[src/rtl/core/fqba_pkg.sv]
// ----------------------------------------------------------------------------
// fqba_pkg
// Shared sizes, codes, types and tables of the fair-queuing bus arbiter.
// ----------------------------------------------------------------------------
package fqba_pkg;

    localparam int NUM_PORTS   = 8;
    localparam int NUM_SENDERS = 16;
    localparam int TIME_BITS   = 32;

    localparam int PORT_IDX_W   = $clog2(NUM_PORTS);
    localparam int SENDER_IDX_W = $clog2(NUM_SENDERS);

    // Field widths at the block boundary.
    localparam int PORT_W      = 3;
    localparam int SENDER_W    = 4;
    localparam int BANK_W      = 3;
    localparam int FIELD_T_W   = 32;
    localparam int RATE_W      = 8;
    localparam int COUNT_W     = 4;
    localparam int CFG_INDEX_W = 2;
    localparam int CFG_DATA_W  = 8;

    // A sender sum (count plus count or bank index) and the finish increment.
    localparam int SUM_W      = COUNT_W + 1;
    localparam int INC_W      = RATE_W + SUM_W;
    localparam int WRAP_DEPTH = 2 ** SUM_W;

    localparam logic [RATE_W-1:0]  CLOCK_RATE_RESET = RATE_W'(1);
    localparam logic [COUNT_W-1:0] NUM_CPUS_RESET   = COUNT_W'(4);
    localparam logic [COUNT_W-1:0] NUM_BANKS_RESET  = COUNT_W'(4);

    typedef enum logic [CFG_INDEX_W-1:0] {
        CFG_CLOCK_RATE = 2'd0,
        CFG_NUM_CPUS   = 2'd1,
        CFG_NUM_BANKS  = 2'd2
    } cfg_index_t;

    typedef enum logic {
        REQ_POST      = 1'b0,
        REQ_ARBITRATE = 1'b1
    } req_kind_t;

    typedef logic [TIME_BITS-1:0]    time_t;
    typedef logic [SENDER_IDX_W-1:0] sender_idx_t;
    typedef logic [PORT_IDX_W-1:0]   port_idx_t;

    typedef sender_idx_t wrap_table_t [WRAP_DEPTH];

    // Best candidate so far, as seen by the compare unit.
    typedef struct packed {
        logic  found;
        time_t start;
        time_t req_time;
    } cmp_best_t;

    typedef struct packed {
        logic  better;
        time_t start;
    } cmp_result_t;

    // Sender index folded into the sender range, built at elaboration.
    function automatic wrap_table_t build_wrap_table();
        wrap_table_t t;
        for (int i = 0; i < WRAP_DEPTH; i++) begin
            t[i] = SENDER_IDX_W'(i % NUM_SENDERS);
        end
        return t;
    endfunction

    localparam wrap_table_t SENDER_WRAP = build_wrap_table();

endpackage

[src/rtl/core/fqba_if.sv]
// ----------------------------------------------------------------------------
// fqba_if
// Request, response and configuration channels of the fair-queuing arbiter.
// ----------------------------------------------------------------------------
interface fqba_req_if;
    logic                             valid;
    logic                             ready;
    logic                             req_type;
    logic [fqba_pkg::PORT_W-1:0]      port;
    logic [fqba_pkg::FIELD_T_W-1:0]   request_time;
    logic                             sender_known;
    logic [fqba_pkg::SENDER_W-1:0]    sender_id;
    logic [fqba_pkg::BANK_W-1:0]      bank_index;
    logic [fqba_pkg::FIELD_T_W-1:0]   now;

    modport source (
        output valid, req_type, port, request_time, sender_known, sender_id,
               bank_index, now,
        input  ready
    );
    modport sink (
        input  valid, req_type, port, request_time, sender_known, sender_id,
               bank_index, now,
        output ready
    );
endinterface

interface fqba_rsp_if;
    logic                             valid;
    logic                             ready;
    logic                             granted;
    logic [fqba_pkg::PORT_W-1:0]      grant_port;
    logic [fqba_pkg::SENDER_W-1:0]    grant_sender;
    logic [fqba_pkg::FIELD_T_W-1:0]   start_tag;
    logic [fqba_pkg::FIELD_T_W-1:0]   finish_tag;

    modport source (
        output valid, granted, grant_port, grant_sender, start_tag, finish_tag,
        input  ready
    );
    modport sink (
        input  valid, granted, grant_port, grant_sender, start_tag, finish_tag,
        output ready
    );
endinterface

interface fqba_cfg_if;
    logic                              valid;
    logic                              ready;
    logic [fqba_pkg::CFG_INDEX_W-1:0]  index;
    logic [fqba_pkg::CFG_DATA_W-1:0]   data;

    modport source (output valid, index, data, input ready);
    modport sink (input valid, index, data, output ready);
endinterface

[src/rtl/core/fqba_cmp.sv]
// ----------------------------------------------------------------------------
// fqba_cmp
// Shared tag unit: forms a candidate's start tag and ranks it against the
// best candidate found so far.
// ----------------------------------------------------------------------------
module fqba_cmp (
    input  fqba_pkg::time_t       cand_time,
    input  fqba_pkg::time_t       cand_finish,
    input  fqba_pkg::cmp_best_t   best,
    output fqba_pkg::cmp_result_t result
);

    fqba_pkg::time_t start;

    always_comb
    begin
        start = (cand_time > cand_finish) ? cand_time : cand_finish;
        result.start = start;
        // Ties on the start tag go to the earlier request; equal requests keep
        // the earlier, lower port because the scan runs upward.
        result.better = !best.found || (start < best.start) ||
                        ((start == best.start) && (cand_time < best.req_time));
    end

endmodule

[src/rtl/core/fair_queuing_bus_arbiter.sv]
// ----------------------------------------------------------------------------
// fair_queuing_bus_arbiter
// Start-time fair-queuing arbiter for the ports of a shared bus. A post
// request records one pending request per port; an arbitrate request grants
// the eligible port with the smallest start tag and advances its sender's
// finish tag. The block takes one request at a time. A post request goes
// from acceptance straight to the step that hands its result to the output
// register. An arbitrate request scans the ports one per cycle through a
// single tag compare unit; then one step drains the fetch stage, one computes
// the saturated finish tag and one hands the result to the output register.
// The next request is accepted once the block is back in its idle state. The
// result register frees the input side, so a new request is accepted while
// the previous result waits to be taken; that new request then stalls in its
// last step until the waiting result is taken.
// ----------------------------------------------------------------------------
module fair_queuing_bus_arbiter (
    input  logic              clk,
    input  logic              rst_n,
    fqba_req_if.sink          req,
    fqba_rsp_if.source        rsp,
    fqba_cfg_if.sink          cfg
);

    typedef enum logic [2:0] {
        ST_IDLE,
        ST_SCAN,
        ST_DRAIN,
        ST_FINISH,
        ST_DONE
    } state_t;

    state_t state_reg, state_next;

    logic [fqba_pkg::RATE_W-1:0]  clock_rate_reg;
    logic [fqba_pkg::COUNT_W-1:0] num_cpus_reg;
    logic [fqba_pkg::COUNT_W-1:0] num_banks_reg;

    logic [fqba_pkg::NUM_PORTS-1:0] pending_reg;
    fqba_pkg::time_t                pending_time_reg   [fqba_pkg::NUM_PORTS];
    fqba_pkg::sender_idx_t          pending_sender_reg [fqba_pkg::NUM_PORTS];
    fqba_pkg::time_t                sender_finish_reg  [fqba_pkg::NUM_SENDERS];

    fqba_pkg::port_idx_t   fetch_idx_reg, fetch_idx_next;
    logic                  cand_valid_reg, cand_valid_next;
    fqba_pkg::time_t       cand_time_reg, cand_time_next;
    fqba_pkg::sender_idx_t cand_sender_reg, cand_sender_next;
    fqba_pkg::port_idx_t   cand_port_reg, cand_port_next;

    logic                  best_found_reg, best_found_next;
    fqba_pkg::time_t       best_start_reg, best_start_next;
    fqba_pkg::time_t       best_time_reg, best_time_next;
    fqba_pkg::sender_idx_t best_sender_reg, best_sender_next;
    fqba_pkg::port_idx_t   best_port_reg, best_port_next;

    fqba_pkg::time_t                now_reg, now_next;
    logic [fqba_pkg::INC_W-1:0]     inc_reg, inc_next;

    logic                  res_granted_reg, res_granted_next;
    fqba_pkg::port_idx_t   res_port_reg, res_port_next;
    fqba_pkg::sender_idx_t res_sender_reg, res_sender_next;
    fqba_pkg::time_t       res_start_reg, res_start_next;
    fqba_pkg::time_t       res_finish_reg, res_finish_next;

    logic                             out_valid_reg, out_valid_next;
    logic                             out_granted_reg, out_granted_next;
    logic [fqba_pkg::PORT_W-1:0]      out_port_reg, out_port_next;
    logic [fqba_pkg::SENDER_W-1:0]    out_sender_reg, out_sender_next;
    logic [fqba_pkg::FIELD_T_W-1:0]   out_start_reg, out_start_next;
    logic [fqba_pkg::FIELD_T_W-1:0]   out_finish_reg, out_finish_next;

    logic                  req_accept;
    logic                  cfg_accept;
    logic                  post_write;
    fqba_pkg::port_idx_t   post_port;
    logic [fqba_pkg::SUM_W-1:0] post_sum;
    fqba_pkg::sender_idx_t post_sender;
    logic                  grant_write;
    logic                  comparing;
    logic [fqba_pkg::TIME_BITS:0] fin_sum;
    fqba_pkg::time_t       fin_tag;
    logic [fqba_pkg::SUM_W-1:0]   slot_count;

    fqba_pkg::cmp_best_t   cmp_best;
    fqba_pkg::cmp_result_t cmp_result;

    fqba_cmp u_cmp (
        .cand_time   (cand_time_reg),
        .cand_finish (sender_finish_reg[cand_sender_reg]),
        .best        (cmp_best),
        .result      (cmp_result)
    );

    assign req.ready  = (state_reg == ST_IDLE);
    assign cfg.ready  = 1'b1;
    assign req_accept = req.valid && req.ready;
    assign cfg_accept = cfg.valid && cfg.ready;

    assign rsp.valid        = out_valid_reg;
    assign rsp.granted      = out_granted_reg;
    assign rsp.grant_port   = out_port_reg;
    assign rsp.grant_sender = out_sender_reg;
    assign rsp.start_tag    = out_start_reg;
    assign rsp.finish_tag   = out_finish_reg;

    assign cmp_best.found    = best_found_reg;
    assign cmp_best.start    = best_start_reg;
    assign cmp_best.req_time = best_time_reg;

    // Post requests: an unknown sender is charged to the bank's sender slot.
    assign post_port   = fqba_pkg::PORT_IDX_W'(req.port);
    assign post_sum    = req.sender_known ? fqba_pkg::SUM_W'(req.sender_id) :
                         fqba_pkg::SUM_W'(num_cpus_reg) + fqba_pkg::SUM_W'(req.bank_index);
    assign post_sender = fqba_pkg::SENDER_WRAP[post_sum];
    assign post_write  = req_accept && (req.req_type == fqba_pkg::REQ_POST) &&
                         (int'(req.port) < fqba_pkg::NUM_PORTS);

    assign slot_count = fqba_pkg::SUM_W'(num_cpus_reg) + fqba_pkg::SUM_W'(num_banks_reg);
    assign comparing  = (state_reg == ST_SCAN) || (state_reg == ST_DRAIN);

    // One extra bit catches the carry that means the finish tag saturates.
    assign fin_sum     = {1'b0, best_start_reg} + (fqba_pkg::TIME_BITS + 1)'(inc_reg);
    assign fin_tag     = fin_sum[fqba_pkg::TIME_BITS] ? '1 :
                         fin_sum[fqba_pkg::TIME_BITS-1:0];
    assign grant_write = (state_reg == ST_FINISH) && best_found_reg;

    always_comb
    begin
        state_next       = state_reg;
        fetch_idx_next   = fetch_idx_reg;
        cand_valid_next  = cand_valid_reg;
        cand_time_next   = cand_time_reg;
        cand_sender_next = cand_sender_reg;
        cand_port_next   = cand_port_reg;
        best_found_next  = best_found_reg;
        best_start_next  = best_start_reg;
        best_time_next   = best_time_reg;
        best_sender_next = best_sender_reg;
        best_port_next   = best_port_reg;
        now_next         = now_reg;
        inc_next         = inc_reg;
        res_granted_next = res_granted_reg;
        res_port_next    = res_port_reg;
        res_sender_next  = res_sender_reg;
        res_start_next   = res_start_reg;
        res_finish_next  = res_finish_reg;
        out_valid_next   = out_valid_reg && !rsp.ready;
        out_granted_next = out_granted_reg;
        out_port_next    = out_port_reg;
        out_sender_next  = out_sender_reg;
        out_start_next   = out_start_reg;
        out_finish_next  = out_finish_reg;

        if (comparing && cand_valid_reg && cmp_result.better)
        begin
            best_found_next  = 1'b1;
            best_start_next  = cmp_result.start;
            best_time_next   = cand_time_reg;
            best_sender_next = cand_sender_reg;
            best_port_next   = cand_port_reg;
        end

        case (state_reg)
            ST_IDLE:
            begin
                if (req_accept)
                begin
                    if (req.req_type == fqba_pkg::REQ_POST)
                    begin
                        res_granted_next = 1'b0;
                        res_port_next    = '0;
                        res_sender_next  = '0;
                        res_start_next   = '0;
                        res_finish_next  = '0;
                        state_next       = ST_DONE;
                    end
                    else
                    begin
                        fetch_idx_next  = '0;
                        cand_valid_next = 1'b0;
                        best_found_next = 1'b0;
                        now_next        = fqba_pkg::TIME_BITS'(req.now);
                        inc_next        = fqba_pkg::INC_W'(clock_rate_reg) *
                                          fqba_pkg::INC_W'(slot_count);
                        state_next      = ST_SCAN;
                    end
                end
            end
            ST_SCAN:
            begin
                // Fetch one port per cycle; the compare unit ranks it next cycle.
                cand_valid_next  = pending_reg[fetch_idx_reg] &&
                                   (pending_time_reg[fetch_idx_reg] < now_reg);
                cand_time_next   = pending_time_reg[fetch_idx_reg];
                cand_sender_next = pending_sender_reg[fetch_idx_reg];
                cand_port_next   = fetch_idx_reg;
                fetch_idx_next   = fetch_idx_reg + 1'b1;
                if (fetch_idx_reg == fqba_pkg::PORT_IDX_W'(fqba_pkg::NUM_PORTS - 1))
                begin
                    state_next = ST_DRAIN;
                end
            end
            ST_DRAIN:
            begin
                cand_valid_next = 1'b0;
                state_next      = ST_FINISH;
            end
            ST_FINISH:
            begin
                res_granted_next = best_found_reg;
                res_port_next    = best_found_reg ? best_port_reg : '0;
                res_sender_next  = best_found_reg ? best_sender_reg : '0;
                res_start_next   = best_found_reg ? best_start_reg : '0;
                res_finish_next  = best_found_reg ? fin_tag : '0;
                state_next       = ST_DONE;
            end
            ST_DONE:
            begin
                if (!out_valid_reg || rsp.ready)
                begin
                    out_valid_next   = 1'b1;
                    out_granted_next = res_granted_reg;
                    out_port_next    = fqba_pkg::PORT_W'(res_port_reg);
                    out_sender_next  = fqba_pkg::SENDER_W'(res_sender_reg);
                    out_start_next   = fqba_pkg::FIELD_T_W'(res_start_reg);
                    out_finish_next  = fqba_pkg::FIELD_T_W'(res_finish_reg);
                    state_next       = ST_IDLE;
                end
            end
            default:
            begin
                state_next = ST_IDLE;
            end
        endcase
    end

    // Sequencer state, control flags and the output valid flag.
    always_ff @(posedge clk or negedge rst_n)
    begin
        if (!rst_n)
        begin
            state_reg       <= ST_IDLE;
            cand_valid_reg  <= 1'b0;
            best_found_reg  <= 1'b0;
            out_valid_reg   <= 1'b0;
        end
        else
        begin
            state_reg       <= state_next;
            cand_valid_reg  <= cand_valid_next;
            best_found_reg  <= best_found_next;
            out_valid_reg   <= out_valid_next;
        end
    end

    always_ff @(posedge clk)
    begin
        fetch_idx_reg    <= fetch_idx_next;
        cand_time_reg    <= cand_time_next;
        cand_sender_reg  <= cand_sender_next;
        cand_port_reg    <= cand_port_next;
        best_start_reg   <= best_start_next;
        best_time_reg    <= best_time_next;
        best_sender_reg  <= best_sender_next;
        best_port_reg    <= best_port_next;
        now_reg          <= now_next;
        inc_reg          <= inc_next;
        res_granted_reg  <= res_granted_next;
        res_port_reg     <= res_port_next;
        res_sender_reg   <= res_sender_next;
        res_start_reg    <= res_start_next;
        res_finish_reg   <= res_finish_next;
        out_granted_reg  <= out_granted_next;
        out_port_reg     <= out_port_next;
        out_sender_reg   <= out_sender_next;
        out_start_reg    <= out_start_next;
        out_finish_reg   <= out_finish_next;
    end

    // Configuration registers, pending flags and sender finish tags.
    always_ff @(posedge clk or negedge rst_n)
    begin
        if (!rst_n)
        begin
            clock_rate_reg <= fqba_pkg::CLOCK_RATE_RESET;
            num_cpus_reg   <= fqba_pkg::NUM_CPUS_RESET;
            num_banks_reg  <= fqba_pkg::NUM_BANKS_RESET;
            pending_reg    <= '0;
            for (int i = 0; i < fqba_pkg::NUM_SENDERS; i++)
            begin
                sender_finish_reg[i] <= '0;
            end
        end
        else
        begin
            if (cfg_accept)
            begin
                case (cfg.index)
                    fqba_pkg::CFG_CLOCK_RATE: clock_rate_reg <= cfg.data;
                    fqba_pkg::CFG_NUM_CPUS:   num_cpus_reg   <= fqba_pkg::COUNT_W'(cfg.data);
                    fqba_pkg::CFG_NUM_BANKS:  num_banks_reg  <= fqba_pkg::COUNT_W'(cfg.data);
                    default:                  ;
                endcase
            end
            if (post_write)
            begin
                pending_reg[post_port] <= 1'b1;
            end
            if (grant_write)
            begin
                pending_reg[best_port_reg]         <= 1'b0;
                sender_finish_reg[best_sender_reg] <= fin_tag;
            end
        end
    end

    // The request time and sender of a port are read only while it is pending.
    always_ff @(posedge clk)
    begin
        if (post_write)
        begin
            pending_time_reg[post_port]   <= fqba_pkg::TIME_BITS'(req.request_time);
            pending_sender_reg[post_port] <= post_sender;
        end
    end

`ifndef NO_ASSERTIONS
    a_accept_starts_work: assert property (@(posedge clk) disable iff (!rst_n)
        req_accept |=> (state_reg != ST_IDLE))
        else $error("accepted request did not start the sequencer");

    a_grant_is_pending: assert property (@(posedge clk) disable iff (!rst_n)
        grant_write |-> pending_reg[best_port_reg])
        else $error("grant chosen for a port without a pending request");

    a_finish_after_start: assert property (@(posedge clk) disable iff (!rst_n)
        grant_write |=> (res_finish_reg >= res_start_reg) && res_granted_reg)
        else $error("finish tag lies before start tag");

    a_result_only_when_done: assert property (@(posedge clk) disable iff (!rst_n)
        (out_valid_reg && !$past(out_valid_reg)) |-> ($past(state_reg) == ST_DONE))
        else $error("result appeared without a finished request");
`endif

endmodule

[src/flat_wrapper.sv]
// flat-port wrapper written by rule: the top's interface ports become plain ports
module fair_queuing_bus_arbiter_flat 
  (clk, rst_n, req_valid, req_req_type, req_port, req_request_time, req_sender_known, req_sender_id, req_bank_index, req_now, req_ready, rsp_valid, rsp_granted, rsp_grant_port, rsp_grant_sender, rsp_start_tag, rsp_finish_tag, rsp_ready, cfg_valid, cfg_index, cfg_data, cfg_ready);
  fqba_req_if req_i ();
  fqba_rsp_if rsp_i ();
  fqba_cfg_if cfg_i ();
  input  logic clk;
  input  logic rst_n;
  input wire logic [$bits(req_i.valid)-1:0] req_valid;
  input wire logic [$bits(req_i.req_type)-1:0] req_req_type;
  input wire logic [$bits(req_i.port)-1:0] req_port;
  input wire logic [$bits(req_i.request_time)-1:0] req_request_time;
  input wire logic [$bits(req_i.sender_known)-1:0] req_sender_known;
  input wire logic [$bits(req_i.sender_id)-1:0] req_sender_id;
  input wire logic [$bits(req_i.bank_index)-1:0] req_bank_index;
  input wire logic [$bits(req_i.now)-1:0] req_now;
  output wire logic [$bits(req_i.ready)-1:0] req_ready;
  output wire logic [$bits(rsp_i.valid)-1:0] rsp_valid;
  output wire logic [$bits(rsp_i.granted)-1:0] rsp_granted;
  output wire logic [$bits(rsp_i.grant_port)-1:0] rsp_grant_port;
  output wire logic [$bits(rsp_i.grant_sender)-1:0] rsp_grant_sender;
  output wire logic [$bits(rsp_i.start_tag)-1:0] rsp_start_tag;
  output wire logic [$bits(rsp_i.finish_tag)-1:0] rsp_finish_tag;
  input wire logic [$bits(rsp_i.ready)-1:0] rsp_ready;
  input wire logic [$bits(cfg_i.valid)-1:0] cfg_valid;
  input wire logic [$bits(cfg_i.index)-1:0] cfg_index;
  input wire logic [$bits(cfg_i.data)-1:0] cfg_data;
  output wire logic [$bits(cfg_i.ready)-1:0] cfg_ready;
  assign req_i.valid = req_valid;
  assign req_i.req_type = req_req_type;
  assign req_i.port = req_port;
  assign req_i.request_time = req_request_time;
  assign req_i.sender_known = req_sender_known;
  assign req_i.sender_id = req_sender_id;
  assign req_i.bank_index = req_bank_index;
  assign req_i.now = req_now;
  assign req_ready = req_i.ready;
  assign rsp_valid = rsp_i.valid;
  assign rsp_granted = rsp_i.granted;
  assign rsp_grant_port = rsp_i.grant_port;
  assign rsp_grant_sender = rsp_i.grant_sender;
  assign rsp_start_tag = rsp_i.start_tag;
  assign rsp_finish_tag = rsp_i.finish_tag;
  assign rsp_i.ready = rsp_ready;
  assign cfg_i.valid = cfg_valid;
  assign cfg_i.index = cfg_index;
  assign cfg_i.data = cfg_data;
  assign cfg_ready = cfg_i.ready;
  fair_queuing_bus_arbiter u_core (.clk(clk), .rst_n(rst_n), .req(req_i), .rsp(rsp_i), .cfg(cfg_i));
endmodule
[config.mk]
export PLATFORM = sky130hd
export DESIGN_NAME = fair_queuing_bus_arbiter_flat
export DESIGN_NICKNAME = d
export VERILOG_FILES = /design/src/rtl/core/fqba_pkg.sv /design/src/rtl/core/fqba_if.sv /design/src/rtl/core/fqba_cmp.sv /design/src/rtl/core/fair_queuing_bus_arbiter.sv /design/src/flat_wrapper.sv
export SDC_FILE = /design/constraint.sdc
export NUM_CORES = 2
export LEC_CHECK = 0
export ABC_AREA = 1
export BUFFER_PORTS_ARGS = -buffer_cell sky130_fd_sc_hd__buf_4
export CORE_MARGIN = 2
export CORE_UTILIZATION = 55
export CTS_CLUSTER_SIZE = 20
export DETAILED_ROUTE_END_ITERATION = 16
export GPL_TIMING_DRIVEN = 0
export HOLD_SLACK_MARGIN = 0.15
export MAX_ROUTING_LAYER = met4
export PLACE_DENSITY_LB_ADDON = 0.3
export SYNTH_ARGS = -nofsm -noshare
export SYNTH_HDL_FRONTEND = slang
export SYNTH_SLANG_ARGS = --single-unit
[constraint.sdc]
create_clock -name clk -period 10.75 [get_ports clk]
set_input_delay 1.6125 -clock clk [delete_from_list [all_inputs] [get_ports clk]]
set_output_delay 1.6125 -clock clk [all_outputs]
set_load 0.05 [all_outputs]
Word level (Yosys, flattened, before mapping):

Memory sizes are Yosys's and may differ from the RTL's. A register that Yosys moved wholly into a read port is not among the register bits.
Index checks and enable logic that the tools add are counted.

* bits in registers: 840
* memory bits (writable): 288
* bits in read-only memories: 128
* bits of input ports: 91
* output and inout bits: 75
* logic and storage cells: 172
* memories kept: 3

* add/sub/neg operators: 4
* multiply operators: 1
* $lt $le $gt $ge: 13
* eq/ne operators: 13
* mux-type cells: 56
* bitwise logic cells: 7
* reductions and logical operators: 32

Memory list
* u_core.pending_time_reg: words 8, bits a word 32, rd ports 1, clocked after memory_dff 1, wr ports 1, RTL line fair_queuing_bus_arbiter.sv:39 `fqba_pkg::time_t pending_time_reg [fqba_pkg::NUM_PORTS];`
* (name not given): words 32, bits a word 4, rd ports 1, clocked after memory_dff 0, wr ports 0, RTL line fair_queuing_bus_arbiter.sv:113 `assign post_sender = fqba_pkg::SENDER_WRAP[post_sum];`
* u_core.pending_sender_reg: words 8, bits a word 4, rd ports 1, clocked after memory_dff 1, wr ports 1, RTL line fair_queuing_bus_arbiter.sv:40 `fqba_pkg::sender_idx_t pending_sender_reg [fqba_pkg::NUM_PORTS];`

Operators by type and width (count)
* bitwise mux 512 bit: 1
* 2-to-1 mux 32 bit: 9
* binary-select mux 32 bit (select 4 bit): 1
* demux 32 bit (select 4 bit): 1
* one-hot mux 32 bit (2 select lines): 2
* < comparator 32 bit: 3
* adder 32 x 13 -> 33 bit: 1
* equality test 32 bit: 1
* greater-than comparator 32 bit: 1
* 2-to-1 mux 3 bit: 10
* 2-to-1 mux 4 bit: 5
* 2-to-1 mux 8 bit: 2
* 2-to-1 mux 1 bit: 15
* one-hot mux 3 bit (5 select lines): 1
* AND reduction 3 bit: 5
* multiplier 8 x 5 -> 13 bit: 1
* < comparator 3 x 4 -> 1 bit (second input constant): 3
* one-hot mux 3 bit (2 select lines): 2
* logical AND 1 bit: 11
* greater-or-equal comparator 5 bit (second input constant): 2
* NOT 4 -> 5 bit: 2
* bitwise AND 8 bit: 1
* inequality test 2 bit (second input constant): 4
* NOT 8 bit: 1
* 28 further kinds: 41

Depth between registers and ports, before layout:

* depth after elaboration: 14
* gate-level depth with buffers: 32
* gate-level depth less buffers: 30

Hierarchy:

A second synthesis with hierarchy kept.

* cell total of the unflattened synthesis: 5402
* area total of the unflattened synthesis: 52770.6 µm²

By module, submodules not included
* fair_queuing_bus_arbiter: instances 1, cells each 4897, area an instance 49538.8 µm²
* fqba_cmp: instances 1, cells each 505, area an instance 3231.8 µm²

Worst setup path after synthesis:

Ideal clock, no wire load.

* path kind: register -> register
* from: register u_core.state_reg[2]
* to: register u_core.best_port_reg[0], enable pin
* setup time: 0.524 ns
* arrival: 7.548 ns
* required time: 10.226 ns
* path slack: 2.678 ns
* stages on the path, launching flop included: 6
* path buffers: 0
* period minus slack after synthesis: 8.072 ns
* path through: dfrtp_1 > nor3_1 > inv_1 > nand2_1 > nand2_1 > a21oi_1

* longest elaborated chain between the ends: 4

Ends and longest elaborated chain
* start: declaration: RTL line fair_queuing_bus_arbiter.sv:32 `state_t state_reg, state_next;`
* start signal: assignment: RTL line fair_queuing_bus_arbiter.sv:248 `state_reg <= state_next;`
* equality test 3 x 1 -> 1 bit / equality test 3 x 2 -> 1 bit (equally long branches): RTL line fair_queuing_bus_arbiter.sv:118 `assign comparing = (state_reg == ST_SCAN) || (state_reg == ST_DRAIN);`
* logical OR 1 bit *: RTL line fair_queuing_bus_arbiter.sv:118
* logical AND 1 bit * (2 in series): RTL line fair_queuing_bus_arbiter.sv:153 `if (comparing && cand_valid_reg && cmp_result.better)`
* end signal: assignment: RTL line fair_queuing_bus_arbiter.sv:264 `best_port_reg <= best_port_next;`
* end: declaration: RTL line fair_queuing_bus_arbiter.sv:53 `fqba_pkg::port_idx_t best_port_reg, best_port_next;`

Every way passes the cells marked *; elsewhere a longest branch is shown, timed or not.
A chain may end at the register's enable or synchronous reset.

==> results.md <==
* Setup Crit Path Kind: flop to flop
* DRC at 0
* FF+latch count, synth at 1135
* # H-tree levels at 3
* Final min period at 7.96 ns
* Remaining global-route overflow at 0
* Most frequent cells in the layout: 1338 x nand2_1, 590 x edfxtp_1, 543 x o21ai_0
* DP Wirelength at 124000 um
* CTS max path bufs at 3
* Worst Setup End Kind: flop
* Sink Count at 1135
* Commonest non-fill, non-tap cell in the layout: nand2_1
* Final Setup Violations at 0
* FP Rows at 113
* DP Cell Count at 6761
* Core box area at 94600 um^2
* Leakage at 0.0262 uW
* Reg2reg start: u_core.cand_sender_reg[1]
* F_max at 126 MHz
* Met3 wire len at 19300 um
* WP data arrival at 8.38 ns
* Highest routed layer: met4
* Setup TNS at 0 ns
* Slowest stage cell, crit path: clkbuf_1
* First-pass GRT wire length at 255000 um
* Number of nets with antenna violations after routing at 0
* CP required at 11.17 ns
* Top FF cell, synth: edfxtp_1
* CP max stage delay at 0.98 ns
* Worst-Margin Slew at 1.38 ns
* Cts bufs inserted at 117
* MaxCap Viol Count at 0
* Clock skew at 0.0412 ns
* PortBufs at 164
* Area Overhead vs Synth at 13.9%
* Max reg flops at 512
* Synth Net Count at 5590
* DR WL met2 at 78100 um
* Async set-or-reset flop fraction in the synthesized netlist at 47.8%
* Final setup margin at 2.79 ns
* DIE WIDTH at 312 um
* Sequential element share of the synthesized area at 59.9%
* Iteration-0 DRC Markers at 5575
* HP Start: u_core.res_start_reg[13]
* Status: complete, no violations
* Worst hold-check path type: flop to flop
* Clk_lat worst skew at 0.74 ns
* Peak VDD IR at 0.000188 V
* Initial DRT Pass Iterations at 7
* Post-Route WL at 173000 um
* Pin count of the biggest net entering global routing at 118
* Final Hold Viols at 0
* Tcrit/Tclk final at 74.0%
* Layout Nets at 5896
* Synth area leaders: edfxtp_1 34%, dfrtp_1 26%, nand2_1 9.6%
* Pwr dens at 289 nW/um^2
* Critical Path Source: u_core.cand_sender_reg[1]
* Gate Count Post-Synth at 5309
* Top Ports at 166
* Post-synth EDFFs at 590
* Unique cell type count in the Yosys netlist at 57
* Pins Over Slew Limit at 0
* Crit path max fanout at 28
* Slew margin rel. at 7.85%
* Root Buffer Master: clkbuf_16
* Final Power at 17200 uW
* DR vias/cell at 5.98
* Via Count at 41747
* Worst-path clk slew at 0.06 ns
* Pre-CTS setup slack at 3.08 ns
* YS warnings at 0
* Top-area cell type share of the netlist area at 33.8%
* Finished Layout Cells at 6985
* Total track usage at 36.3%
* WL/cell at 24.7 um
* Post-CTS resize count at 0
* CP Launch Type: flop
* Vias in the first global route at 39744
* Most frequent CP cell: nand2_1
* Height of the chip at 312 um
* Wl on met1 at 65100 um
* Die ar. at 97700 um^2
* RSZ-0062 raised after global routing: false
* TritonCTS clock tree: done
* GP Congestion at 1.02
* Post-CTS Setup Inserts at 0
* Share of cells above drive strength 1 at 10.2%
* Antenna violations before repair at 3
* Starting density of the core at 55.3%
* Synthesized area at 52300 um^2
* Post-synth top area cell: edfxtp_1
* Syn avg cell area at 9.86 um^2
* Hold_buf cts at 0
[synth_stat cells, drive strengths merged (13+ instances only)]
| cell type | count |
|---|---|
| dfrtp | 539 |
| fa | 21 |
| o211ai | 85 |
| nand3 | 120 |
| edfxtp | 590 |
| o221ai | 29 |
| o21ai | 592 |
| clkbuf | 188 |
| nand4 | 20 |
| ha | 169 |
| xor2 | 13 |
| mux2i | 92 |
| nor3 | 25 |
| a31oi | 87 |
| a21oi | 261 |
| nand2 | 1365 |
| nor2 | 434 |
| inv | 466 |
| buf | 112 |
| o22ai | 39 |
[metal layers]
layer  track usage, %  vias to the layer above
met5                -                        -
met1             46.5                    20082
met4             18.3                        0
met2             55.0                     2609
li1                 -                    18481
met3             7.83                      575
[worst max-delay path, delay by kind of cell (launching register included)]
family	cells	cell delay [ns]
buf+inv	6	2.47
simple gates	16	2.21
compound gates	5	1.78
fa+ha+maj	2	0.63
flops	1	0.54
[power breakdown]
group / total (uW) / switching (uW) / internal [uW]
logic: 7150 / 5120 / 2040
clock network: 4080 / 1770 / 2310
registers: 5990 / 443 / 5550
[per-stage QoR]
stage	cell area [um^2]	util (%)	hold slack (ns)
2_1_floorplan	52300	-	0.400
3_3_place_gp	55200	58.3	0.400
3_5_place_dp	55800	58.9	0.405
4_1_cts	59600	63.0	0.418
5_1_grt	59600	63.0	0.425
6_report	59600	63.0	0.413
[path summary, 6_finish.rpt]
check | end | slack [ns] | cells after the start
worst min-delay path | u_core.rsp.start_tag[13] | 0.41 | 0
worst max-delay path | u_core.best_start_reg[7] | 2.79 | 29
min in group asynchronous | u_core.sender_finish_reg[386] | 0.90 | 1
worst min register to register | u_core.rsp.start_tag[13] | 0.41 | 0
max in group asynchronous | u_core.sender_finish_reg[317] | 7.84 | 4
worst max register to register | u_core.best_start_reg[7] | 2.79 | 29
[area by class of cell]
| type | count | area, um^2 |
|---|---|---|
| tap | 1265 | 1580 |
| fill | 7594 | 35000 |
| inverter | 471 | 1770 |
| clock inverter | 63 | 607 |
| clock buffer | 157 | 3240 |
| multi-input combinational | 3403 | 18000 |
| buffer | 300 | 1340 |
| sequential | 1135 | 31300 |
| timing repair buffer | 187 | 1740 |
| antenna | 4 | 10.0 |
[cells by family after synthesis]
family / Yosys count / synth area share (%)
other cells: 1 / 0.00716
simple gates: 1982 / 15.4
mux: 95 / 1.82
flops: 1135 / 59.9
xor+xnor: 20 / 0.335
compound gates: 1115 / 11.8
fa+ha+maj: 190 / 4.84
buf+inv: 771 / 5.94
No activity file was read; power rests on OpenSTA's default activity.
